File: config.mk
export PLATFORM = sky130hd
export DESIGN_NAME = line_sensor_calibrate_and_error_core_flat
export DESIGN_NICKNAME = d
export VERILOG_FILES = /design/src/rtl/core/lscae_pkg.sv /design/src/rtl/core/lscae_in_if.sv /design/src/rtl/core/lscae_out_if.sv /design/src/rtl/core/lscae_cfg_if.sv /design/src/rtl/core/lscae_lane.sv /design/src/rtl/core/lscae_merge.sv /design/src/rtl/core/lscae_avg.sv /design/src/rtl/core/line_sensor_calibrate_and_error_core.sv /design/src/flat_wrapper.sv
export VERILOG_INCLUDE_DIRS = /design/src /design/src/rtl/core
export SDC_FILE = /design/constraint.sdc
export NUM_CORES = 2
export LEC_CHECK = 0
export BUFFER_PORTS_ARGS = -buffer_cell sky130_fd_sc_hd__buf_2
export CORE_ASPECT_RATIO = 0.5
export CORE_UTILIZATION = 45
export CTS_BUF_LIST = sky130_fd_sc_hd__clkbuf_16
export CTS_CLUSTER_SIZE = 40
export DETAILED_ROUTE_END_ITERATION = 7
export PLACE_DENSITY = 0.7
export REMOVE_ABC_BUFFERS = 1
export SYNTH_ARGS = -nofsm -noshare
export SYNTH_HDL_FRONTEND = slang
export SYNTH_HIERARCHICAL = 1
export SYNTH_SLANG_ARGS = --single-unit
File: constraint.sdc
create_clock -name i_clk -period 9.44 [get_ports i_clk]
set_input_delay 2.36 -clock i_clk [delete_from_list [all_inputs] [get_ports i_clk]]
set_output_delay 2.36 -clock i_clk [all_outputs]
set_load 0.1 [all_outputs]
File: src/rtl/core/assert_macros.svh
// ----------------------------------------------------------------------------
// Assertion macros
// Shared concurrent assertion wrappers for the core RTL.
// ----------------------------------------------------------------------------
`ifndef ASSERT_MACROS_SVH
`define ASSERT_MACROS_SVH

// Checked on every rising edge outside reset.
`define ASSERT_CLK(lbl, prop, msg) \
    lbl: assert property (@(posedge i_clk) disable iff (!i_rst_n) prop) else $error(msg);

// Checked on every rising edge, reset included.
`define ASSERT_ALWAYS(lbl, prop, msg) \
    lbl: assert property (@(posedge i_clk) prop) else $error(msg);

`endif

File: src/rtl/core/lscae_pkg.sv
// ----------------------------------------------------------------------------
// lscae_pkg
// Types and constants of the line sensor calibration and error core.
// ----------------------------------------------------------------------------
package lscae_pkg;

    localparam int FRAME_CHANNELS = 10;
    localparam int NUM_CHANNELS   = 10;
    localparam int WINDOW_DEPTH   = 10;
    localparam int OFFSET_PAIRS   = 4;
    localparam int CH_IDX_W       = (NUM_CHANNELS > 1) ? $clog2(NUM_CHANNELS) : 1;

    // Window sum and magnitude widths
    localparam int SUM_W = 14 + $clog2(WINDOW_DEPTH);
    localparam int MAG_W = SUM_W - 1;

    // Reciprocal divide by the window depth, exact for magnitudes below 2**16
    localparam int DIV_SHIFT = 24;
    localparam int RECIP_W   = DIV_SHIFT + 1;
    localparam logic [RECIP_W-1:0] DIV_RECIP =
        RECIP_W'((2**DIV_SHIFT + WINDOW_DEPTH - 1) / WINDOW_DEPTH);

    typedef logic [11:0]        t_sample;
    typedef logic [3:0]         t_chan;
    typedef logic signed [12:0] t_diff;
    typedef logic signed [13:0] t_error;
    typedef logic signed [8:0]  t_offset;
    typedef logic [1:0]         t_cfg_idx;

    localparam t_cfg_idx CFG_LEFT_CHANNEL    = 2'd0;
    localparam t_cfg_idx CFG_RIGHT_CHANNEL   = 2'd1;
    localparam t_cfg_idx CFG_WHITE_THRESHOLD = 2'd2;

    localparam t_chan   RST_LEFT_CHANNEL    = 4'd4;
    localparam t_chan   RST_RIGHT_CHANNEL   = 4'd5;
    localparam t_sample RST_WHITE_THRESHOLD = 12'd2000;

    localparam t_sample SAMPLE_FULL     = 12'd4095;
    localparam t_sample SATURATED_LEVEL = 12'd4090;

    typedef struct packed {
        t_chan   left_channel;
        t_chan   right_channel;
        t_sample white_threshold;
    } t_cfg;

    typedef struct packed {
        t_sample sample;
        t_sample minimum;
        logic    hit;
    } t_lane_out;

    typedef struct packed {
        logic signed [SUM_W-1:0] sum;
        logic                    first_nz;
        t_diff                   min_diff;
        t_offset                 offset;
    } t_merge_out;

    function automatic t_offset offset_mag(input logic [1:0] k);
        t_offset m;
        unique case (k)
            2'd0:    m = 9'sd150;
            2'd1:    m = 9'sd120;
            2'd2:    m = 9'sd90;
            default: m = 9'sd50;
        endcase
        return m;
    endfunction

endpackage

File: src/rtl/core/lscae_in_if.sv
// ----------------------------------------------------------------------------
// lscae_in_if
// Sample frame channel: ten 12-bit sensor samples with valid/ready.
// ----------------------------------------------------------------------------
interface lscae_in_if;
    import lscae_pkg::*;

    logic    valid;
    logic    ready;
    t_sample sample_ch0;
    t_sample sample_ch1;
    t_sample sample_ch2;
    t_sample sample_ch3;
    t_sample sample_ch4;
    t_sample sample_ch5;
    t_sample sample_ch6;
    t_sample sample_ch7;
    t_sample sample_ch8;
    t_sample sample_ch9;

    modport source (
        output valid, sample_ch0, sample_ch1, sample_ch2, sample_ch3, sample_ch4,
               sample_ch5, sample_ch6, sample_ch7, sample_ch8, sample_ch9,
        input  ready
    );
    modport sink (
        input  valid, sample_ch0, sample_ch1, sample_ch2, sample_ch3, sample_ch4,
               sample_ch5, sample_ch6, sample_ch7, sample_ch8, sample_ch9,
        output ready
    );
endinterface

File: src/rtl/core/lscae_out_if.sv
// ----------------------------------------------------------------------------
// lscae_out_if
// Result channel: window average, compensated error and position offset.
// ----------------------------------------------------------------------------
interface lscae_out_if;
    import lscae_pkg::*;

    logic    valid;
    logic    ready;
    t_diff   window_average;
    t_error  compensated_error;
    t_offset position_offset;

    modport source (
        output valid, window_average, compensated_error, position_offset,
        input  ready
    );
    modport sink (
        input  valid, window_average, compensated_error, position_offset,
        output ready
    );
endinterface

File: src/rtl/core/lscae_cfg_if.sv
// ----------------------------------------------------------------------------
// lscae_cfg_if
// Configuration write channel: register index and data with valid/ready.
// ----------------------------------------------------------------------------
interface lscae_cfg_if;
    import lscae_pkg::*;

    logic     valid;
    logic     ready;
    t_cfg_idx index;
    t_sample  data;

    modport source (output valid, index, data, input ready);
    modport sink (input valid, index, data, output ready);
endinterface

File: src/rtl/core/lscae_lane.sv
// ----------------------------------------------------------------------------
// lscae_lane
// One sensor channel: running minimum and maximum, threshold compare.
// ----------------------------------------------------------------------------
module lscae_lane (
    input  logic                  i_clk,
    input  logic                  i_rst_n,
    input  logic                  i_load,
    input  lscae_pkg::t_sample    i_sample,
    input  lscae_pkg::t_sample    i_threshold,
    output lscae_pkg::t_lane_out  o_lane
);
    import lscae_pkg::*;

    t_sample r_min;
    t_sample r_max;
    t_sample r_sample;
    logic    r_hit;

    always_ff @(posedge i_clk) begin
        if (!i_rst_n) begin
            r_min <= SAMPLE_FULL;
            r_max <= '0;
        end else if (i_load) begin
            // a zero sample never lowers the minimum
            if (i_sample != '0 && i_sample < r_min) begin
                r_min <= i_sample;
            end
            if (i_sample > r_max) begin
                r_max <= i_sample;
            end
        end
    end

    always_ff @(posedge i_clk) begin
        if (i_load) begin
            r_sample <= i_sample;
            r_hit    <= (i_sample > i_threshold);
        end
    end

    assign o_lane.sample  = r_sample;
    assign o_lane.minimum = r_min;
    assign o_lane.hit     = r_hit;
endmodule

File: src/rtl/core/lscae_merge.sv
// ----------------------------------------------------------------------------
// lscae_merge
// Merge stage: channel select, difference window with running sum,
// minima difference and priority position offset.
// ----------------------------------------------------------------------------
module lscae_merge (
    input  logic                   i_clk,
    input  logic                   i_rst_n,
    input  lscae_pkg::t_cfg        i_cfg,
    input  lscae_pkg::t_lane_out   i_lane [lscae_pkg::NUM_CHANNELS],
    input  logic                   i_valid,
    output logic                   o_ready,
    output logic                   o_valid,
    input  logic                   i_ready,
    output lscae_pkg::t_merge_out  o_data
);
    import lscae_pkg::*;

    t_diff                   r_win [WINDOW_DEPTH];
    logic signed [SUM_W-1:0] r_sum;
    logic signed [SUM_W-1:0] n_sum;
    logic                    r_valid;
    t_merge_out              r_data;

    t_chan                   w_lc_full;
    t_chan                   w_rc_full;
    logic [CH_IDX_W-1:0]     w_lc;
    logic [CH_IDX_W-1:0]     w_rc;
    t_sample                 w_s_l;
    t_sample                 w_s_r;
    t_diff                   w_diff;
    t_diff                   w_min_diff;
    logic                    w_first_nz;
    t_offset                 w_off;
    logic                    w_load;

    assign o_ready = !r_valid || i_ready;
    assign w_load  = i_valid && o_ready;

    // saturate channel indexes beyond the last channel
    assign w_lc_full = (i_cfg.left_channel >= 4'(NUM_CHANNELS)) ?
                       4'(NUM_CHANNELS - 1) : i_cfg.left_channel;
    assign w_rc_full = (i_cfg.right_channel >= 4'(NUM_CHANNELS)) ?
                       4'(NUM_CHANNELS - 1) : i_cfg.right_channel;
    assign w_lc = w_lc_full[CH_IDX_W-1:0];
    assign w_rc = w_rc_full[CH_IDX_W-1:0];

    assign w_s_l  = i_lane[w_lc].sample;
    assign w_s_r  = i_lane[w_rc].sample;
    assign w_diff = $signed({1'b0, w_s_l}) - $signed({1'b0, w_s_r});

    always_comb begin
        w_min_diff = $signed({1'b0, i_lane[w_lc].minimum}) -
                     $signed({1'b0, i_lane[w_rc].minimum});
        // drop the minima term when both channels are saturated
        if (w_s_l >= SATURATED_LEVEL && w_s_r >= SATURATED_LEVEL) begin
            w_min_diff = '0;
        end
    end

    // sum after the push: drop the oldest entry, add the new difference
    assign n_sum = r_sum - SUM_W'(r_win[0]) + SUM_W'(w_diff);

    generate
        if (WINDOW_DEPTH > 1) begin : g_first_deep
            assign w_first_nz = (r_win[1] != '0);
        end else begin : g_first_single
            assign w_first_nz = (w_diff != '0);
        end
    endgenerate

    // lowest pair wins; inside a pair the near channel wins
    always_comb begin
        w_off = '0;
        for (int k = OFFSET_PAIRS - 1; k >= 0; k--) begin
            if (k < NUM_CHANNELS - 1 - k) begin
                if (i_lane[NUM_CHANNELS - 1 - k].hit) begin
                    w_off = -offset_mag(2'(k));
                end
                if (i_lane[k].hit) begin
                    w_off = offset_mag(2'(k));
                end
            end
        end
    end

    always_ff @(posedge i_clk) begin
        if (!i_rst_n) begin
            r_valid <= 1'b0;
            r_sum   <= '0;
            for (int i = 0; i < WINDOW_DEPTH; i++) begin
                r_win[i] <= '0;
            end
        end else begin
            if (o_ready) begin
                r_valid <= i_valid;
            end
            if (w_load) begin
                for (int i = 0; i < WINDOW_DEPTH - 1; i++) begin
                    r_win[i] <= r_win[i + 1];
                end
                r_win[WINDOW_DEPTH - 1] <= w_diff;
                r_sum <= n_sum;
            end
        end
    end

    always_ff @(posedge i_clk) begin
        if (w_load) begin
            r_data.sum      <= n_sum;
            r_data.first_nz <= w_first_nz;
            r_data.min_diff <= w_min_diff;
            r_data.offset   <= w_off;
        end
    end

    assign o_valid = r_valid;
    assign o_data  = r_data;
endmodule

File: src/rtl/core/lscae_avg.sv
// ----------------------------------------------------------------------------
// lscae_avg
// Window mean by reciprocal multiply, sign restore and error compensation,
// with the output register.
// ----------------------------------------------------------------------------
module lscae_avg (
    input  logic                   i_clk,
    input  logic                   i_rst_n,
    input  lscae_pkg::t_merge_out  i_data,
    input  logic                   i_valid,
    output logic                   o_ready,
    output logic                   o_valid,
    input  logic                   i_ready,
    output lscae_pkg::t_diff       o_avg,
    output lscae_pkg::t_error      o_error,
    output lscae_pkg::t_offset     o_offset
);
    import lscae_pkg::*;

    localparam int PROD_W = MAG_W + RECIP_W;

    logic                    r_v3;
    logic                    r_v4;
    logic [PROD_W-1:0]       r_prod;
    logic                    r_neg;
    logic                    r_first_nz;
    t_diff                   r_min_diff;
    t_offset                 r_off3;
    t_diff                   r_avg;
    t_error                  r_error;
    t_offset                 r_off4;

    logic                    w_en3;
    logic                    w_en4;
    logic signed [SUM_W-1:0] w_abs;
    logic [MAG_W-1:0]        w_mag;
    logic [PROD_W-1:0]       n_prod;
    logic [MAG_W-1:0]        w_quot;
    t_diff                   w_avg_mag;
    t_diff                   n_avg;
    t_error                  n_error;

    assign w_en4   = !r_v4 || i_ready;
    assign w_en3   = !r_v3 || w_en4;
    assign o_ready = w_en3;

    assign w_abs  = i_data.sum[SUM_W-1] ? -i_data.sum : i_data.sum;
    assign w_mag  = w_abs[MAG_W-1:0];
    assign n_prod = PROD_W'(w_mag) * PROD_W'(DIV_RECIP);

    assign w_quot    = r_prod[DIV_SHIFT +: MAG_W];
    assign w_avg_mag = $signed({1'b0, w_quot[11:0]});

    always_comb begin
        n_avg = '0;
        if (r_first_nz) begin
            n_avg = r_neg ? -w_avg_mag : w_avg_mag;
        end
    end

    assign n_error = 14'(n_avg) - 14'(r_min_diff);

    always_ff @(posedge i_clk) begin
        if (!i_rst_n) begin
            r_v3 <= 1'b0;
            r_v4 <= 1'b0;
        end else begin
            if (w_en3) begin
                r_v3 <= i_valid;
            end
            if (w_en4) begin
                r_v4 <= r_v3;
            end
        end
    end

    always_ff @(posedge i_clk) begin
        if (w_en3 && i_valid) begin
            r_prod     <= n_prod;
            r_neg      <= i_data.sum[SUM_W-1];
            r_first_nz <= i_data.first_nz;
            r_min_diff <= i_data.min_diff;
            r_off3     <= i_data.offset;
        end
        if (w_en4 && r_v3) begin
            r_avg   <= n_avg;
            r_error <= n_error;
            r_off4  <= r_off3;
        end
    end

    assign o_valid  = r_v4;
    assign o_avg    = r_avg;
    assign o_error  = r_error;
    assign o_offset = r_off4;
endmodule

File: src/rtl/core/line_sensor_calibrate_and_error_core.sv
// Throughput: one frame per cycle while the output channel is not stalled; set by
// the four-stage pipeline (lanes, merge, reciprocal multiply, output register),
// each stage moving whenever the next frees.
// Reset (synchronous, active low): minima to 4095, maxima and difference window to
// zero, registers to left 4 / right 5 / threshold 2000, pipeline emptied.
// ----------------------------------------------------------------------------
// line_sensor_calibrate_and_error_core
// Per-channel calibration lanes, a merge stage for window average and offset,
// and a divide/compensate stage feeding the result channel.
// ----------------------------------------------------------------------------
`include "assert_macros.svh"

module line_sensor_calibrate_and_error_core (
    input  logic        i_clk,
    input  logic        i_rst_n,
    lscae_in_if.sink    i_in,
    lscae_cfg_if.sink   i_cfg,
    lscae_out_if.source o_out
);
    import lscae_pkg::*;

    t_cfg       r_cfg;
    logic       r_v1;
    logic       w_en1;
    logic       w_load1;
    logic       w_ready2;
    logic       w_valid2;
    logic       w_ready3;
    t_merge_out w_merge;
    t_sample    w_frame [FRAME_CHANNELS];
    t_lane_out  w_lane  [NUM_CHANNELS];

    // configuration writes
    assign i_cfg.ready = 1'b1;

    always_ff @(posedge i_clk) begin
        if (!i_rst_n) begin
            r_cfg.left_channel    <= RST_LEFT_CHANNEL;
            r_cfg.right_channel   <= RST_RIGHT_CHANNEL;
            r_cfg.white_threshold <= RST_WHITE_THRESHOLD;
        end else if (i_cfg.valid) begin
            unique case (i_cfg.index)
                CFG_LEFT_CHANNEL:    r_cfg.left_channel    <= i_cfg.data[3:0];
                CFG_RIGHT_CHANNEL:   r_cfg.right_channel   <= i_cfg.data[3:0];
                CFG_WHITE_THRESHOLD: r_cfg.white_threshold <= i_cfg.data;
                default: begin
                    // unknown index: drop the write
                end
            endcase
        end
    end

    // lane stage handshake
    assign w_en1      = !r_v1 || w_ready2;
    assign i_in.ready = w_en1;
    assign w_load1    = i_in.valid && w_en1;

    always_ff @(posedge i_clk) begin
        if (!i_rst_n) begin
            r_v1 <= 1'b0;
        end else if (w_en1) begin
            r_v1 <= i_in.valid;
        end
    end

    assign w_frame[0] = i_in.sample_ch0;
    assign w_frame[1] = i_in.sample_ch1;
    assign w_frame[2] = i_in.sample_ch2;
    assign w_frame[3] = i_in.sample_ch3;
    assign w_frame[4] = i_in.sample_ch4;
    assign w_frame[5] = i_in.sample_ch5;
    assign w_frame[6] = i_in.sample_ch6;
    assign w_frame[7] = i_in.sample_ch7;
    assign w_frame[8] = i_in.sample_ch8;
    assign w_frame[9] = i_in.sample_ch9;

    generate
        for (genvar g = 0; g < NUM_CHANNELS; g++) begin : g_lane
            lscae_lane u_lane (
                .i_clk       (i_clk),
                .i_rst_n     (i_rst_n),
                .i_load      (w_load1),
                .i_sample    (w_frame[g]),
                .i_threshold (r_cfg.white_threshold),
                .o_lane      (w_lane[g])
            );
        end
    endgenerate

    lscae_merge u_merge (
        .i_clk   (i_clk),
        .i_rst_n (i_rst_n),
        .i_cfg   (r_cfg),
        .i_lane  (w_lane),
        .i_valid (r_v1),
        .o_ready (w_ready2),
        .o_valid (w_valid2),
        .i_ready (w_ready3),
        .o_data  (w_merge)
    );

    lscae_avg u_avg (
        .i_clk    (i_clk),
        .i_rst_n  (i_rst_n),
        .i_data   (w_merge),
        .i_valid  (w_valid2),
        .o_ready  (w_ready3),
        .o_valid  (o_out.valid),
        .i_ready  (o_out.ready),
        .o_avg    (o_out.window_average),
        .o_error  (o_out.compensated_error),
        .o_offset (o_out.position_offset)
    );

    // an empty output register lets the whole pipeline advance
    `ASSERT_CLK(a_ready_when_out_free, !o_out.valid |-> i_in.ready, "input stalled with free output")
    `ASSERT_CLK(a_accept_fills_lane, (i_in.valid && i_in.ready) |=> r_v1, "accepted frame lost at lane stage")
    `ASSERT_CLK(a_lane_holds_on_stall, (r_v1 && !w_ready2) |=> r_v1, "lane stage dropped a stalled frame")
    `ASSERT_ALWAYS(a_reset_empties_lane, !$past(i_rst_n) |-> !r_v1, "lane stage valid after reset")
endmodule
File: src/flat_wrapper.sv
// flat-port wrapper written by rule: the top's interface ports become plain ports
module line_sensor_calibrate_and_error_core_flat import lscae_pkg::*;
  (i_clk, i_rst_n, i_in_valid, i_in_sample_ch0, i_in_sample_ch1, i_in_sample_ch2, i_in_sample_ch3, i_in_sample_ch4, i_in_sample_ch5, i_in_sample_ch6, i_in_sample_ch7, i_in_sample_ch8, i_in_sample_ch9, i_in_ready, i_cfg_valid, i_cfg_index, i_cfg_data, i_cfg_ready, o_out_valid, o_out_window_average, o_out_compensated_error, o_out_position_offset, o_out_ready);
  lscae_in_if i_in_i ();
  lscae_cfg_if i_cfg_i ();
  lscae_out_if o_out_i ();
  input  logic i_clk;
  input  logic i_rst_n;
  input wire logic [$bits(i_in_i.valid)-1:0] i_in_valid;
  input wire logic [$bits(i_in_i.sample_ch0)-1:0] i_in_sample_ch0;
  input wire logic [$bits(i_in_i.sample_ch1)-1:0] i_in_sample_ch1;
  input wire logic [$bits(i_in_i.sample_ch2)-1:0] i_in_sample_ch2;
  input wire logic [$bits(i_in_i.sample_ch3)-1:0] i_in_sample_ch3;
  input wire logic [$bits(i_in_i.sample_ch4)-1:0] i_in_sample_ch4;
  input wire logic [$bits(i_in_i.sample_ch5)-1:0] i_in_sample_ch5;
  input wire logic [$bits(i_in_i.sample_ch6)-1:0] i_in_sample_ch6;
  input wire logic [$bits(i_in_i.sample_ch7)-1:0] i_in_sample_ch7;
  input wire logic [$bits(i_in_i.sample_ch8)-1:0] i_in_sample_ch8;
  input wire logic [$bits(i_in_i.sample_ch9)-1:0] i_in_sample_ch9;
  output wire logic [$bits(i_in_i.ready)-1:0] i_in_ready;
  input wire logic [$bits(i_cfg_i.valid)-1:0] i_cfg_valid;
  input wire logic [$bits(i_cfg_i.index)-1:0] i_cfg_index;
  input wire logic [$bits(i_cfg_i.data)-1:0] i_cfg_data;
  output wire logic [$bits(i_cfg_i.ready)-1:0] i_cfg_ready;
  output wire logic [$bits(o_out_i.valid)-1:0] o_out_valid;
  output wire logic [$bits(o_out_i.window_average)-1:0] o_out_window_average;
  output wire logic [$bits(o_out_i.compensated_error)-1:0] o_out_compensated_error;
  output wire logic [$bits(o_out_i.position_offset)-1:0] o_out_position_offset;
  input wire logic [$bits(o_out_i.ready)-1:0] o_out_ready;
  assign i_in_i.valid = i_in_valid;
  assign i_in_i.sample_ch0 = i_in_sample_ch0;
  assign i_in_i.sample_ch1 = i_in_sample_ch1;
  assign i_in_i.sample_ch2 = i_in_sample_ch2;
  assign i_in_i.sample_ch3 = i_in_sample_ch3;
  assign i_in_i.sample_ch4 = i_in_sample_ch4;
  assign i_in_i.sample_ch5 = i_in_sample_ch5;
  assign i_in_i.sample_ch6 = i_in_sample_ch6;
  assign i_in_i.sample_ch7 = i_in_sample_ch7;
  assign i_in_i.sample_ch8 = i_in_sample_ch8;
  assign i_in_i.sample_ch9 = i_in_sample_ch9;
  assign i_in_ready = i_in_i.ready;
  assign i_cfg_i.valid = i_cfg_valid;
  assign i_cfg_i.index = i_cfg_index;
  assign i_cfg_i.data = i_cfg_data;
  assign i_cfg_ready = i_cfg_i.ready;
  assign o_out_valid = o_out_i.valid;
  assign o_out_window_average = o_out_i.window_average;
  assign o_out_compensated_error = o_out_i.compensated_error;
  assign o_out_position_offset = o_out_i.position_offset;
  assign o_out_i.ready = o_out_ready;
  line_sensor_calibrate_and_error_core u_core (.i_clk(i_clk), .i_rst_n(i_rst_n), .i_in(i_in_i), .i_cfg(i_cfg_i), .o_out(o_out_i));
endmodule
**Yosys cells after proc, flatten, opt, wreduce, memory -nomap -nowiden**

Memories as Yosys holds them, arrays and structs flattened.
Index checks and enable logic that the tools add are counted.

- Memories kept: 1
- Output and inout bits: 39
- Memory bits (writable): 130
- Logic and storage cells: 187
- Bits in registers: 428

Memories:

| memory | words | bits a word | rd ports | clocked after Yosys merged registers in | write ports | RTL line | RTL |
|---|---|---|---|---|---|---|---|
| u_core.u_merge.r_win | 10 | 13 | 10 | 0 | 10 | lscae_merge.sv:19 | `t_diff r_win [WINDOW_DEPTH];` |

- Bitwise gates (word level): 12
- $lt $le $gt $ge: 26
- Mux-type cells: 36
- Eq/ne operators: 2
- Multipliers: 1
- Reductions and logical operators: 48
- $add $sub $neg: 11

Operator list:

| cell | count |
|---|---|
| $bmux 25 s4 | 2 |
| $mux 13 | 12 |
| $gt 12x12->1 | 10 |
| $lt 12x12->1 | 10 |
| $reduce_bool 12->1 | 10 |
| $mux 25 | 4 |
| $mux 9 | 11 |
| $neg 9->9 | 4 |
| $mul 17x20->35 const B | 1 |
| $reduce_and 2->1 | 13 |
| $sub 12x12->13 | 2 |
| $ge 12x12->1 const B | 2 |
| $add 18x13->18 | 1 |
| $sub 18x13->18 | 1 |
| $mux 17 | 1 |
| $neg 17->17 | 1 |
| $logic_and 1x1->1 | 15 |
| $sub 13x13->14 | 1 |
| $neg 12->13 | 1 |
| $reduce_bool 13->1 | 1 |
| $ge 5x5->1 const B | 2 |
| $not 4->5 | 2 |
| $or 1x1->1 | 10 |
| $ge 4x4->1 const B | 2 |
| 7 further kinds | 17 |

**Longest topological paths before layout**

- Depth in word-level cells: 9
- Gate-level depth with buffers: 30
- Depth with buffers taken out: 27

**Cells and area by module**

Netlist, hierarchy kept.

Modules (own cells, without submodules):

| module | cells each | instances | area an instance (µm²) |
|---|---|---|---|
| lscae_lane | 151 | 10 | 1546.5 |
| lscae_merge | 1264 | 1 | 13269.0 |
| lscae_avg | 722 | 1 | 7836.3 |
| line_sensor_calibrate_and_error_core | 92 | 1 | 894.6 |

**Worst setup path before layout**

No wires, ideal clock.

- Path kind: input to register
- Start point: in o_out_ready
- End point: reg u_core.g_lane[0].u_lane.r_min[0]
- Cell stages on the path: 10
- Path slack: 1.285 ns
- Path buffers: 1
- Data arrival time: 8.084 ns
- Path through: nor2b_1 > nand2_1 > nand2b_1 > nand2b_1 > and2_1 > nand3b_2 > or4_1 > a21oi_2 > buf_6 > mux2i_1

- Longest elaborated chain between the ends: 6

RTL lines:

| what | RTL line | RTL |
|---|---|---|
| start: declaration | flat_wrapper.sv:29 | `input wire logic [$bits(o_out_i.ready)-1:0] o_out_ready;` |
| $logic_or 1x1->1 | lscae_avg.sv:43 | `assign w_en4 = !r_v4 \|\| i_ready;` |
| $logic_or 1x1->1 | lscae_avg.sv:44 | `assign w_en3 = !r_v3 \|\| w_en4;` |
| net u_core.w_ready3 | line_sensor_calibrate_and_error_core.sv:28 | `logic w_ready3;` |
| $logic_or 1x1->1 | lscae_merge.sv:37 | `assign o_ready = !r_valid \|\| i_ready;` |
| net u_core.w_ready2 | line_sensor_calibrate_and_error_core.sv:26 | `logic w_ready2;` |
| $logic_or 1x1->1 | line_sensor_calibrate_and_error_core.sv:54 | `assign w_en1 = !r_v1 \|\| w_ready2;` |
| net i_in_ready | flat_wrapper.sv:20 | `output wire logic [$bits(i_in_i.ready)-1:0] i_in_ready;` |
| $logic_and 1x1->1 | line_sensor_calibrate_and_error_core.sv:56 | `assign w_load1 = i_in.valid && w_en1;` |
| net u_core.w_load1 | line_sensor_calibrate_and_error_core.sv:25 | `logic w_load1;` |
| $reduce_and 2->1 (no source line) | - |  |
| end signal: assignment | lscae_lane.sv:27 | `r_min <= i_sample;` |
| end: declaration | lscae_lane.sv:15 | `t_sample r_min;` |

The timed path passes the listed nets, and every way through them passes these cells.
A chain may end at the register's enable or synchronous reset.

**Worst setup path after layout**

- Start point: reg u_core/r_cfg[12] (netlist name)
- End point: reg u_core.u_merge.r_data, in the netlist u_core/u_merge/o_data[39] (data pin)

- Longest elaborated chain between the ends: 8

RTL lines:

| what | RTL line | RTL |
|---|---|---|
| start: declaration | line_sensor_calibrate_and_error_core.sv:22 | `t_cfg r_cfg;` |
| $ge 4x4->1 | lscae_merge.sv:43 | `assign w_rc_full = (i_cfg.right_channel >= 4'(NUM_CHANNELS)) ?` |
| $mux 4 (*) | lscae_merge.sv:43 |  |
| $not 4->5 (implied by the code) (*) | lscae_merge.sv:49 | `assign w_s_r = i_lane[w_rc].sample;` |
| $bmux 25 s4 (*) | lscae_merge.sv:49 |  |
| $mux 25 (*) (2 in a row) | - |  |
| $sub 12x12->13 (*) | lscae_merge.sv:50 | `assign w_diff = $signed({1'b0, w_s_l}) - $signed({1'b0, w_s_r});` |
| $add 18x13->18 (*) | lscae_merge.sv:62 | `assign n_sum = r_sum - SUM_W'(r_win[0]) + SUM_W'(w_diff);` |
| net u_core.u_merge.n_sum[16] | lscae_merge.sv:21 | `logic signed [SUM_W-1:0] n_sum;` |
| end: declaration | lscae_merge.sv:23 | `t_merge_out r_data;` |

The timed path passes the listed nets; every way through them passes the cells marked *. The select of a mux whose other input is x is not followed.

==> results_dict.tcl <==
set metrics [dict create \
    cts.sinks 532 \
    wl_um 106500 \
    core_area_sq_mm 0.08019 \
    endpoint_kind "flip-flop" \
    clk-insertion-delay-late_ns 0.65 \
    cp_data_arrival_time_ns 7.70 \
    ys_warn_count 6 \
    clock_path_buffers 3 \
    port_buffers 176 \
    antenna_left 0 \
    drive_above_1_share 0.1160 \
    grt_max_degree 186 \
    cp_max_fo 24 \
    grt_pass1_wl_um 158400 \
    rsz0062_at_grt "false" \
    final_cell_mix "482 x inv_1, 383 x ha_1, 370 x edfxtp_1, 295 x nor2b_1, 205 x mux2i_1" \
    pre_cts_slack_ns 2.170 \
    final_cells 4758 \
    worst-setup-path-type "reg2reg" \
    syn_area_sq_mm 0.03678 \
    fin_nets 4250 \
    drtPass1Iterations 5 \
    setup_tns_ns 0 \
    dieArea_sq_mm 0.08296 \
    grt_use_total 0.2536 \
    holdCritPathClass "reg2reg" \
    avgViaCountPerCell 5.722 \
    finalClockSkew_ns 0.02472 \
    fin_ws_ns 2.121 \
    fp.dieW_um 406.3 \
    dpl.cell_count 4658 \
    hpwl_um 80600 \
    final_common_cell "inv_1" \
    num_vias 27230 \
    h-tree-depth 2 \
    finalCriticalPeriod_ns 7.319 \
    antenna_found_initial 2 \
    cts_made_buffers 53 \
    wl_per_cell_um 22.37 \
    insertedDiodeCount 0 \
    cts_tree "yes" \
    avgSynthCellArea_sq_um 10.51 \
    overflow 0 \
    first_iter_violations 2567 \
    start_util 0.4587 \
    rows 73 \
    run_status "finished clean" \
    hold_viol 0 \
    cts-resized-gates 0 \
    worstSetupStartpointType "flip-flop" \
    maxCapViolations 0 \
    relSlewSlack 0.1535 \
    place.gp.congestion 1.037 \
    drc 0 \
    chipHeight_um 204.2 \
    clkTransAtPathRegs_ns 0.06 \
    setup_violations 0 \
    io_pins 178 \
    slew_viol_final 0 \
    fmax_mhz 136.6 \
    cp.required_ns 9.82 \
    worst_slew_pin_slew_ns 1.258 \
    area_delta_synth_final_pct 9.735 \
    syn_inst 3500 \
    postCtsSetupBuffers 0 \
    cts_root_buf "clkbuf_16" \
    min_period_over_period 0.7753 \
    hold_buffers 0 \
    grt_pass1_vias 26220 \
]
per-layer routing:
metal	GRT usage	part of all wire	routed length (um)
met1	0.3466	0.43	46090
met2	0.3979	0.45	47790
met3	0.04124	0.074	7870
met4	0.1102	0.044	4674
met5	0	0.00019	20
flip-flops by register name (all words and copies together) (netlist names), 13 cells and up:
signal,count
u_core/u_merge/o_data,40
u_core/g_lane.u_lane/r_min,120
u_core/u_avg/r_min_diff,13
u_core/u_merge/r_sum,18
u_core/u_avg/o_avg,13
u_core/g_lane.u_lane/r_sample,120
u_core/r_cfg,20
u_core/u_merge/r_win,130
u_core/u_avg/o_error,14
final timing paths:
| kind | startpoint | endpoint | slack, ns | cells past startpoint |
|---|---|---|---|---|
| worst max-delay path | u_core/r_cfg[12] | u_core/u_merge/o_data[39] | 2.12 | 24 |
| worst min register to register | u_core/u_merge/o_data[8] | u_core/u_avg/r_off3[8] | 0.42 | 0 |
| worst max register to register | u_core/r_cfg[12] | u_core/u_merge/o_data[39] | 2.12 | 24 |
| worst min-delay path | u_core/u_merge/o_data[8] | u_core/u_avg/r_off3[8] | 0.42 | 0 |
final cells by class:
| type | count | area (sq um) |
|---|---|---|
| inverters | 479 | 1798 |
| repair buffers | 199 | 1072 |
| clock inverters | 39 | 309.0 |
| well taps | 1087 | 1360 |
| fillers | 7220 | 39830 |
| multi-input cells | 2361 | 19940 |
| clock buffers | 61 | 1526 |
| flip-flops and latches | 532 | 14360 |
stage by stage:
stage	area, sq um	utilization	hold slack [ns]
global route	40370	0.5033	0.4238
global placement	38530	0.4805	0.4028
finish	40370	0.5033	0.4180
floorplan	36060	-	0.4003
detailed placement	38530	0.4805	0.4045
CTS	40370	0.5033	0.4194
critical path, stage by stage, from the launching register on:
cell       delay, ns
dfxtp_2         0.72
buf_4           0.42
inv_2           0.20
nand2_1         0.66
nand2_1         0.13
nand3_1         0.11
a21oi_1         0.11
or3_1           0.39
ha_1            0.33
o21ai_0         0.11
a21boi_0        0.16
o41a_1          0.37
a21oi_1         0.19
xor2_1          0.32
fa_1            0.47
inv_1           0.07
ha_1            0.27
a2111oi_0       0.54
inv_1           0.12
o2111ai_1       0.25
a21boi_1        0.13
o311a_1         0.35
o211ai_1        0.23
nor3b_1         0.31
nor2_1          0.06
Power is left out: the tool's default activity adds up to more than one toggle a clock period on the data nets, which glitch-free logic cannot reach.
